### src/ksts_ram.sv
module ksts_ram #(
  parameter int WIDTH = 8,
  parameter int DEPTH = 16
) (
  input  logic                     clk,
  input  logic                     we,
  input  logic [$clog2(DEPTH)-1:0] waddr,
  input  logic [WIDTH-1:0]         wdata,
  input  logic [$clog2(DEPTH)-1:0] raddr,
  output logic [WIDTH-1:0]         rdata
);

  logic [WIDTH-1:0] mem [DEPTH];

  // Write one entry, read one entry with registered data
  always_ff @(posedge clk) begin
    if (we) begin
      mem[waddr] <= wdata;
    end
    rdata <= mem[raddr];
  end

endmodule

### config.mk
export PLATFORM = sky130hd
export DESIGN_NAME = ksts_ram
export DESIGN_NICKNAME = d
export VERILOG_FILES = /design/src/ksts_ram.sv
export SDC_FILE = /design/constraint.sdc
export NUM_CORES = 1
export LEC_CHECK = 0
export ABC_AREA = 0
export BUFFER_PORTS_ARGS = -buffer_cell sky130_fd_sc_hd__buf_2
export CORE_MARGIN = 2
export CORE_UTILIZATION = 60
export CTS_CLUSTER_DIAMETER = 80
export DETAILED_ROUTE_END_ITERATION = 16
export PLACE_DENSITY = 0.77
export SYNTH_ARGS = -nofsm -noshare
export SYNTH_HDL_FRONTEND = slang
export SYNTH_SLANG_ARGS = --single-unit
export TNS_END_PERCENT = 5
### constraint.sdc
create_clock -name clk -period 2 [get_ports clk]
set_input_delay 0.2 -clock clk [delete_from_list [all_inputs] [get_ports clk]]
set_output_delay 0.2 -clock clk [all_outputs]
set_load 0.01 [all_outputs]
==> flow_metrics.py, run 1 <==
metrics = {
    "clock_network": {
        "cts_hold_buffers": 0,
        "root_buffer": "clkbuf_8",
        "clk_pin_slew_ns": 0.06,
        "h-tree-depth": 4,
        "cts_buffer_depth": 2,
        "clock_latency_ns": 0.50,
        "cts_buffers": 17,
        "cts_tree": "built",
        "cts.sinks": 136,
        "ctsResizeCount": 0,
        "cts_setup_buffers": 0,
    },
    "synth": {
        "synth_top_area_share": 0.747,
        "yosys_warnings": 0,
        "synth_top_area_cell": "edfxtp_1",
        "synth_area_leaders": "edfxtp_1, mux4_2, mux4_1",
        "synth.cell_area_um2": 5150,
        "syn_area_per_cell_um2": 22.5,
        "postSynthCellCount": 229,
        "ys_seq_elements": 136,
        "synth_nets": 247,
        "yosysUniqueCellTypes": 19,
        "ys_seq_area_frac": 0.778,
    },
    "timing": {
        "whs_ns": 0.0886,
        "max-slew-margin-rel": 0.598,
        "tightest_slew_ns": 0.601,
        "setup-tns-final_ns": 0,
        "report.final.slew_viol_count": 0,
        "setup_viol": 0,
        "skew_ns": 0.00716,
        "hold_viol": 0,
        "grt_setup_unrepaired": "no",
        "fin_crit_ns": 1.37,
        "fmax_ghz": 0.731,
        "post-route-period-util": 0.684,
    },
    "floorplanning": {
        "die_x_um": 96.6,
        "die-area_um2": 9340,
        "rows": 33,
        "start_util": 0.623,
        "io_pins": 26,
        "die_h_um": 96.6,
        "fp.coreArea_um2": 8260,
    },
    "worst_setup_path": {
        "slowest_delay_ns": 0.52,
        "cp-start-kind": "flip-flop",
        "critPathRequiredTime_ns": 2.39,
        "crit_family": "multiplexers",
        "cp_num_buf_inv": 0,
        "worstPathMaxFanout": 1,
        "crit_slowest_cell": "mux4_1",
        "crit_type": "reg2reg",
        "critPathArrivalTime_ns": 1.75,
        "worstPathCellList": "mux4_1 > a22oi_1 > nand2_1",
        "cp-end-kind": "flip-flop",
    },
    "grt": {
        "antenna_found_initial": 0,
        "grt_max_degree": 33,
        "grt_pass1_wl_mm": 14.8,
        "grt_pass1_vias": 2558,
        "overflow": 0,
        "grt_usage": 0.218,
    },
    "layout": {
        "layout_common_cells": "edfxtp_1, buf_2, mux4_2",
        "fillers": 454,
        "final_common_cell": "edfxtp_1",
        "nNetsFinal": 300,
        "design_area_um2": 6120,
        "antenna_cells": 0,
        "drive_above_1_share": 0.319,
        "syn_to_final_growth_pct": 18.8,
    },
    "routing": {
        "via_count": 2496,
        "ant_nets": 0,
        "drt-pass1-iter-count": 4,
        "drtIter0Drc": 250,
        "viasPerCell": 6.24,
        "post_drt_wl_per_cell_um": 23.2,
        "drc": 0,
        "totalWireLength_mm": 9.30,
    },
    "worst_hold_path": {
        "hp-class": "in2reg",
    },
    "placed_design": {
        "numPortBuffers": 25,
        "dpl.hpwl_mm": 5.59,
        "gp_congestion": 0.734,
        "place_area_um2": 5490,
    },
    "pwr": {
        "leakage_nw": 2.11,
        "ir_drop_uv": 603,
        "power_density_nw_per_um2": 1100,
        "total_power_w": 0.00671,
    },
    "job": {
        "drv_cap": 0,
    },
    "outcome": {
        "status": "completed",
    },
}
## per-stage QoR
step           utilization  instances  worst slack (ns)
2_1_floorplan            -        229             0.307
3_3_place_gp         0.664        368             0.364
3_5_place_dp         0.664        368             0.359
4_1_cts              0.741        400             0.644
5_1_grt              0.741        400             0.548
6_report             0.741        400             0.632
## Yosys cell counts (all sizes together)
master,instances
dfxtp,8
nand2,9
or3b,1
a22oi,16
and2,1
nand3b,2
nor3,4
nand2b,2
nor2b,1
buf,7
and2b,1
nor2,13
mux4,32
edfxtp,128
nand3,1
clkdlybuf4s25,3
## worst register-to-register path, cell delays in order, from the launching register on
cell and delay (ns):
edfxtp_1 0.37, mux4_1 0.52, a22oi_1 0.29, nand2_1 0.08
## report_power, final
part / switching, W / internal, W
Combinational: 0.000168 / 0.000128
Clock: 0.00109 / 0.00213
Sequential: 0.0000192 / 0.00319
Total: 0.00127 / 0.00544
## sequential cells by signal, summed over array words and instances, names as in the netlist
signal / cells
mem: 128
rdata: 8
## metal layers
layer	up-vias	track usage	part of all wire
li1	1084	-	-
met1	1289	0.312	0.43
met2	117	0.332	0.49
met3	6	0.0484	0.061
met4	0	0.0878	0.011
met5	-	0	0
## path summary, 6_finish.rpt
check                           startpoint        end  slack (ns)  cells after the start
worst min-delay path              wdata[5]  mem[6][5]        0.09                      1
worst max-delay path             mem[1][3]   rdata[3]        0.63                      3
worst min register to register  mem[14][3]   rdata[3]        0.67                      3
worst max register to register   mem[1][3]   rdata[3]        0.63                      3
## final cells by class
class                   count  area [µm²]  area share
multi-input cells          83        1060       0.173
repair buffers             44         293      0.0479
clock buffers              21         459      0.0751
well taps                 105         131      0.0215
clock inverters            11         171      0.0280
flip-flops and latches    136        4000       0.655
## logic make-up (layout without fill, tap and decap cells)
kind of cell,count (synthesis),count (layout),share of synthesized area
buf+inv,10,76,0.0168
simple gates,35,35,0.0318
mux,32,32,0.150
compound gates,16,16,0.0233
flops,136,136,0.778
Power figures use the tool's default switching activity.
==> inputs of run 2 (changes only) <==
--- a/config.mk
+++ b/config.mk
@@ -8,10 +8,10 @@
 export ABC_AREA = 0
 export BUFFER_PORTS_ARGS = -buffer_cell sky130_fd_sc_hd__buf_2
 export CORE_MARGIN = 2
-export CORE_UTILIZATION = 60
+export CORE_UTILIZATION = 54
 export CTS_CLUSTER_DIAMETER = 80
 export DETAILED_ROUTE_END_ITERATION = 16
-export PLACE_DENSITY = 0.77
+export PLACE_DENSITY = 0.73
 export SYNTH_ARGS = -nofsm -noshare
 export SYNTH_HDL_FRONTEND = slang
 export SYNTH_SLANG_ARGS = --single-unit
==> constraint.sdc (replaced) <==
create_clock -name clk -period 1.15 [get_ports clk]
set_input_delay 0.115 -clock clk [delete_from_list [all_inputs] [get_ports clk]]
set_output_delay 0.115 -clock clk [all_outputs]
set_load 0.01 [all_outputs]
==> run 2 against run 1 <==
The run now ends with setup timing left. Core utilization fell by 4.8 points. Total power rose by 76%. Sequential power rose by 74%. Global-route usage rose by 2.5 points. Worst hold slack improved by 0.054 ns. Clock-buffer cell count did not move. Non-clock buffer count rose by 22. Critical path type unchanged. Critical endpoint is now rdata[4]. Largest cell class unchanged. Highest routed layer unchanged.
==> flow_metrics.py, run 2 (same netlist as run 1, synthesis figures left out) <==
metrics = {
    "layout": {
        "syn_to_final_growth_pct": 24.4,
        "multi_input_area_um2": 1080,
        "largestRegisters": "mem: 128 flops, rdata: 8 flops",
        "final_common_cell": "edfxtp_1",
        "design_area_um2": 6400,
        "max_flop_register": "mem",
        "final_cells": 446,
        "nNetsFinal": 322,
        "drive_above_1_share": 0.394,
        "final-seq-area_um2": 4010,
        "layout_common_cells": "edfxtp_1, mux4_2, buf_4",
        "antenna_cells": 0,
        "largest_register_ffs": 128,
        "fillers": 550,
    },
    "placed_design": {
        "numPortBuffers": 25,
        "pre_cts_slack_ns": -0.417,
        "gp_congestion": 0.820,
        "dpl.hpwl_mm": 6.38,
        "place_area_um2": 5720,
        "place_inst": 407,
    },
    "worst_setup_path": {
        "crit_type": "reg2reg",
        "rr_endpoint": "rdata[4]",
        "regToRegSetupSlack_ns": -0.24,
        "cp-end-kind": "flip-flop",
        "critPathArrivalTime_ns": 1.79,
        "worstPathMaxFanout": 1,
        "rr_startpoint": "mem[2][4]",
        "r2r_cells": 3,
        "critPathRequiredTime_ns": 1.55,
        "cp-start-kind": "flip-flop",
    },
    "grt": {
        "grt_pass1_vias": 2766,
        "grt_pass1_wl_mm": 16.8,
        "grt_max_degree": 26,
        "grt_usage": 0.242,
        "antenna_found_initial": 0,
        "overflow": 0,
    },
    "pwr": {
        "ir_drop_uv": 1250,
        "power_density_nw_per_um2": 1850,
        "leakage_nw": 2.19,
    },
    "clock_network": {
        "root_buffer": "clkbuf_8",
        "cts_buffer_depth": 2,
        "clk_pin_slew_ns": 0.06,
        "h-tree-depth": 4,
        "cts.sinks": 136,
        "cts_setup_buffers": 0,
        "cts_buffers": 17,
        "clock_latency_ns": 0.52,
        "cts_tree": "built",
    },
    "floorplanning": {
        "die-area_um2": 10300,
        "die_h_um": 102,
        "die_x_um": 102,
        "io_pins": 26,
        "fp.coreArea_um2": 9240,
        "start_util": 0.557,
        "rows": 35,
    },
    "timing": {
        "fmax_ghz": 0.720,
        "skew_ns": 0.00868,
        "hold_viol": 0,
        "grt_setup_unrepaired": "yes",
        "layout_setup_ws_ns": -0.238,
        "fin_crit_ns": 1.39,
        "max-slew-margin-rel": 0.459,
        "post-route-period-util": 1.21,
        "report.final.slew_viol_count": 0,
        "setup_viol": 8,
        "tightest_slew_ns": 0.809,
    },
    "routing": {
        "drc": 0,
        "ant_nets": 0,
        "drt-pass1-iter-count": 5,
        "post_drt_wl_per_cell_um": 25.0,
        "viasPerCell": 5.96,
        "via_count": 2656,
        "drtIter0Drc": 255,
        "totalWireLength_mm": 11.1,
    },
    "worst_hold_path": {
        "worstHoldPathCells": 3,
        "hold_end": "mem[0][0]",
        "hold_path_startpoint": "waddr[1]",
        "hp-class": "in2reg",
    },
    "outcome": {
        "violations": "setup timing",
        "status": "finished, violations left",
    },
    "job": {
        "drv_cap": 0,
    },
}
[run 2: cell count changes in the layout (fill, tap and decap cells not counted), moves of 3 or more]
cell           previous run  this run
a22oi_1                  16        12
a22oi_2                   0         4
buf_12                    2         7
buf_4                    17        26
dlygate4sd3_1             0         8
mux4_1                   14         6
mux4_2                   18        26
nor2_1                   13        10
nor2_2                    0         3
[run 2: worst max-delay path, cell delays in order (launching register included)]
cell	delay, ns
edfxtp_1	0.39
mux4_2	0.49
a22oi_2	0.31
nand2_1	0.08
[run 2: routing by layer]
| layer | global-route usage | vias up | wire, µm |
|---|---|---|---|
| li1 | - | 1119 | - |
| met1 | 0.329 | 1353 | 4460 |
| met2 | 0.371 | 158 | 5520 |
| met3 | 0.0683 | 26 | 890 |
| met4 | 0.108 | 0 | 270 |
| met5 | 0 | - | 0 |
[run 2: per-stage QoR]
step / power, W / utilization / hold WS, ns / TNS, ns
global placement: 0.00623 / 0.619 / 0.489 / -12.62
floorplan: 0.00597 / - / 0.214 / -3.22
global route: 0.0121 / 0.693 / 0.137 / -1.53
CTS: 0.0119 / 0.693 / 0.122 / -1.16
finish: 0.0118 / 0.693 / 0.142 / -1.15
detailed placement: 0.00625 / 0.619 / 0.497 / -14.10
[run 2: how the worst max path moves through the flow]
stage	depth (start not counted)	slack, ns	end	from
after floorplan	2	-0.16	mem[4][0]	waddr[3]
after global placement	6	-0.43	rdata[4]	raddr[0]
after detailed placement	6	-0.42	rdata[4]	raddr[0]
after CTS	4	-0.22	rdata[6]	mem[3][6]
after global routing	3	-0.27	rdata[4]	mem[0][4]
final	3	-0.24	rdata[4]	mem[2][4]
[run 2: what timing repair did]
item / 4_1_cts / 5_1_grt
hold buffers: 8 / 0
endpoints found under the hold margin: 117 / 0
endpoints found under the setup margin: 8 / 9
gates resized for setup: 11 / 3
pin swaps: 7 / 3
[run 2: area by class of cell]
cell class | count | share of cell area
Tap cell | 129 | 0.0252
Timing Repair Buffer | 66 | 0.0844
Clock inverter | 11 | 0.0268
Clock buffer | 21 | 0.0701
Multi-Input combinational cell | 83 | 0.168
Sequential cell | 136 | 0.625
[run 2: where the power goes]
group          internal [W]  switching, W
combinational      0.000287      0.000327
clock               0.00364       0.00201
sequential          0.00554     0.0000390
==> inputs of run 3 (changes only) <==
--- a/config.mk
+++ b/config.mk
@@ -7,10 +7,12 @@
 export LEC_CHECK = 0
 export ABC_AREA = 0
 export BUFFER_PORTS_ARGS = -buffer_cell sky130_fd_sc_hd__buf_2
+export CORE_ASPECT_RATIO = 1.75
 export CORE_MARGIN = 2
 export CORE_UTILIZATION = 54
 export CTS_CLUSTER_DIAMETER = 80
 export DETAILED_ROUTE_END_ITERATION = 16
+export MAX_ROUTING_LAYER = met4
 export PLACE_DENSITY = 0.73
 export SYNTH_ARGS = -nofsm -noshare
 export SYNTH_HDL_FRONTEND = slang
==> run 3 against run 2 <==
The flow still finishes with violations (setup timing). Maximum frequency is 11% higher. Critical path depth stayed put. Clock-buffer cell count is 4 lower. Global-route usage is 3.1 points lower. Clock skew is 0.0030 ns lower. Via count is 6.4% lower. Clock power is 4.3% lower. Sequential power hardly changed. Die area is 0.29% higher. Total power is 2.4% lower. Highest routed layer unchanged.
==> flow_metrics.py, run 3 (same netlist as run 1, synthesis figures left out) <==
metrics = {
    "floorplanning": {
        "die_x_um": 77.8,
        "die-area_um2": 10400,
        "start_util": 0.551,
        "rows": 47,
        "die_h_um": 133,
        "io_pins": 26,
        "fp.coreArea_um2": 9350,
    },
    "grt": {
        "grt_usage": 0.211,
        "grt_pass1_vias": 2590,
        "grt_pass1_wl_mm": 14.8,
        "antenna_found_initial": 0,
        "overflow": 0,
        "grt_max_degree": 22,
    },
    "layout": {
        "antenna_cells": 0,
        "drive_above_1_share": 0.423,
        "max_flop_register": "mem",
        "syn_to_final_growth_pct": 22.1,
        "nNetsFinal": 312,
        "final_common_cell": "edfxtp_1",
        "layout_common_cells": "edfxtp_1, mux4_2, buf_2",
        "largestRegisters": "mem: 128 flops, rdata: 8 flops",
        "largest_register_ffs": 128,
    },
    "placed_design": {
        "gp_congestion": 0.794,
        "numPortBuffers": 25,
        "dpl.hpwl_mm": 6.40,
    },
    "timing": {
        "fin_crit_ns": 1.25,
        "max-slew-margin-rel": 0.423,
        "skew_ns": 0.00570,
        "grt_setup_unrepaired": "yes",
        "report.final.slew_viol_count": 0,
        "layout_setup_ws_ns": -0.102,
        "fmax_ghz": 0.799,
        "tightest_slew_ns": 0.863,
        "hold_viol": 0,
        "post-route-period-util": 1.09,
        "setup_viol": 8,
        "whs_ns": 0.0834,
    },
    "clock_network": {
        "cts_setup_buffers": 0,
        "clock_latency_ns": 0.41,
        "h-tree-depth": 4,
        "cts_hold_buffers": 0,
        "cts.sinks": 136,
        "cts_tree": "built",
        "cts_buffer_depth": 2,
        "cts_buffers": 17,
        "clk_pin_slew_ns": 0.06,
        "root_buffer": "clkbuf_16",
    },
    "worst_setup_path": {
        "regToRegSetupSlack_ns": -0.10,
        "crit_path_end": "rdata[4]",
        "worstPathMaxFanout": 1,
        "rr_startpoint": "mem[3][4]",
        "r2r_cells": 3,
        "crit_start": "mem[3][4]",
        "cp-start-kind": "flip-flop",
        "rr_endpoint": "rdata[4]",
        "critPathArrivalTime_ns": 1.55,
        "critPathRequiredTime_ns": 1.45,
        "crit_type": "reg2reg",
        "cp-end-kind": "flip-flop",
    },
    "routing": {
        "drc": 0,
        "drt-pass1-iter-count": 4,
        "via_count": 2486,
        "drtIter0Drc": 263,
        "viasPerCell": 5.79,
        "post_drt_wl_per_cell_um": 22.4,
        "ant_nets": 0,
        "totalWireLength_mm": 9.60,
    },
    "pwr": {
        "total_power_w": 0.0116,
        "power_density_nw_per_um2": 1840,
        "leakage_nw": 2.14,
        "ir_drop_uv": 1200,
    },
    "worst_hold_path": {
        "hp-class": "in2reg",
        "worstHoldPathCells": 1,
    },
    "outcome": {
        "status": "finished, violations left",
        "violations": "setup timing",
    },
    "job": {
        "drv_cap": 0,
    },
}
run 3: per-layer routing:
metal	routed length, µm	track usage
met5	0	-
met4	125	0.0813
met3	412	0.0562
met2	5390	0.358
met1	3670	0.239
run 3: final cells by class:
class	instances	area, µm²
multi-input combinational	83	1080
clock buffer	17	425
timing repair buffer	56	445
sequential	136	4000
tap	122	153
fill	603	3060
clock inverter	15	176
run 3: critical path, cell delays in order, from the launching register on:
cell,delay (ns)
edfxtp_1,0.36
mux4_2,0.47
a22oi_1,0.23
nand2_1,0.08
run 3: worst min path at each step:
stage | startpoint | endpoint | slack (ns)
finish | wdata[4] | mem[6][4] | 0.08
global route | wdata[7] | mem[4][7] | 0.09
CTS | wdata[7] | mem[6][7] | 0.07
detailed placement | wdata[7] | mem[4][7] | 0.50
global placement | wdata[7] | mem[14][7] | 0.49
floorplan | wdata[0] | mem[0][0] | 0.21
run 3: power breakdown:
group | internal (W) | leakage, nW | switching, W
logic | 0.000272 | 0.624 | 0.000314
registers | 0.00554 | 1.22 | 0.0000334
clock network | 0.00341 | 0.291 | 0.00198
run 3: timing repair:
item,4_1_cts,5_1_grt
pin swaps,10,4
gates resized for setup,15,4
endpoints found under the setup margin,8,8
run 3: through the flow:
step	setup TNS (ns)	instance area, µm²	setup WS (ns)	instances	util
final	-0.646	6290	-0.102	429	0.672
after global routing	-1.05	6290	-0.157	429	0.672
after CTS	-0.683	6270	-0.107	429	0.671
after detailed placement	-12.70	5690	-0.378	397	0.608
after global placement	-11.86	5690	-0.343	397	0.608
after floorplan	-3.22	5170	-0.157	229	-
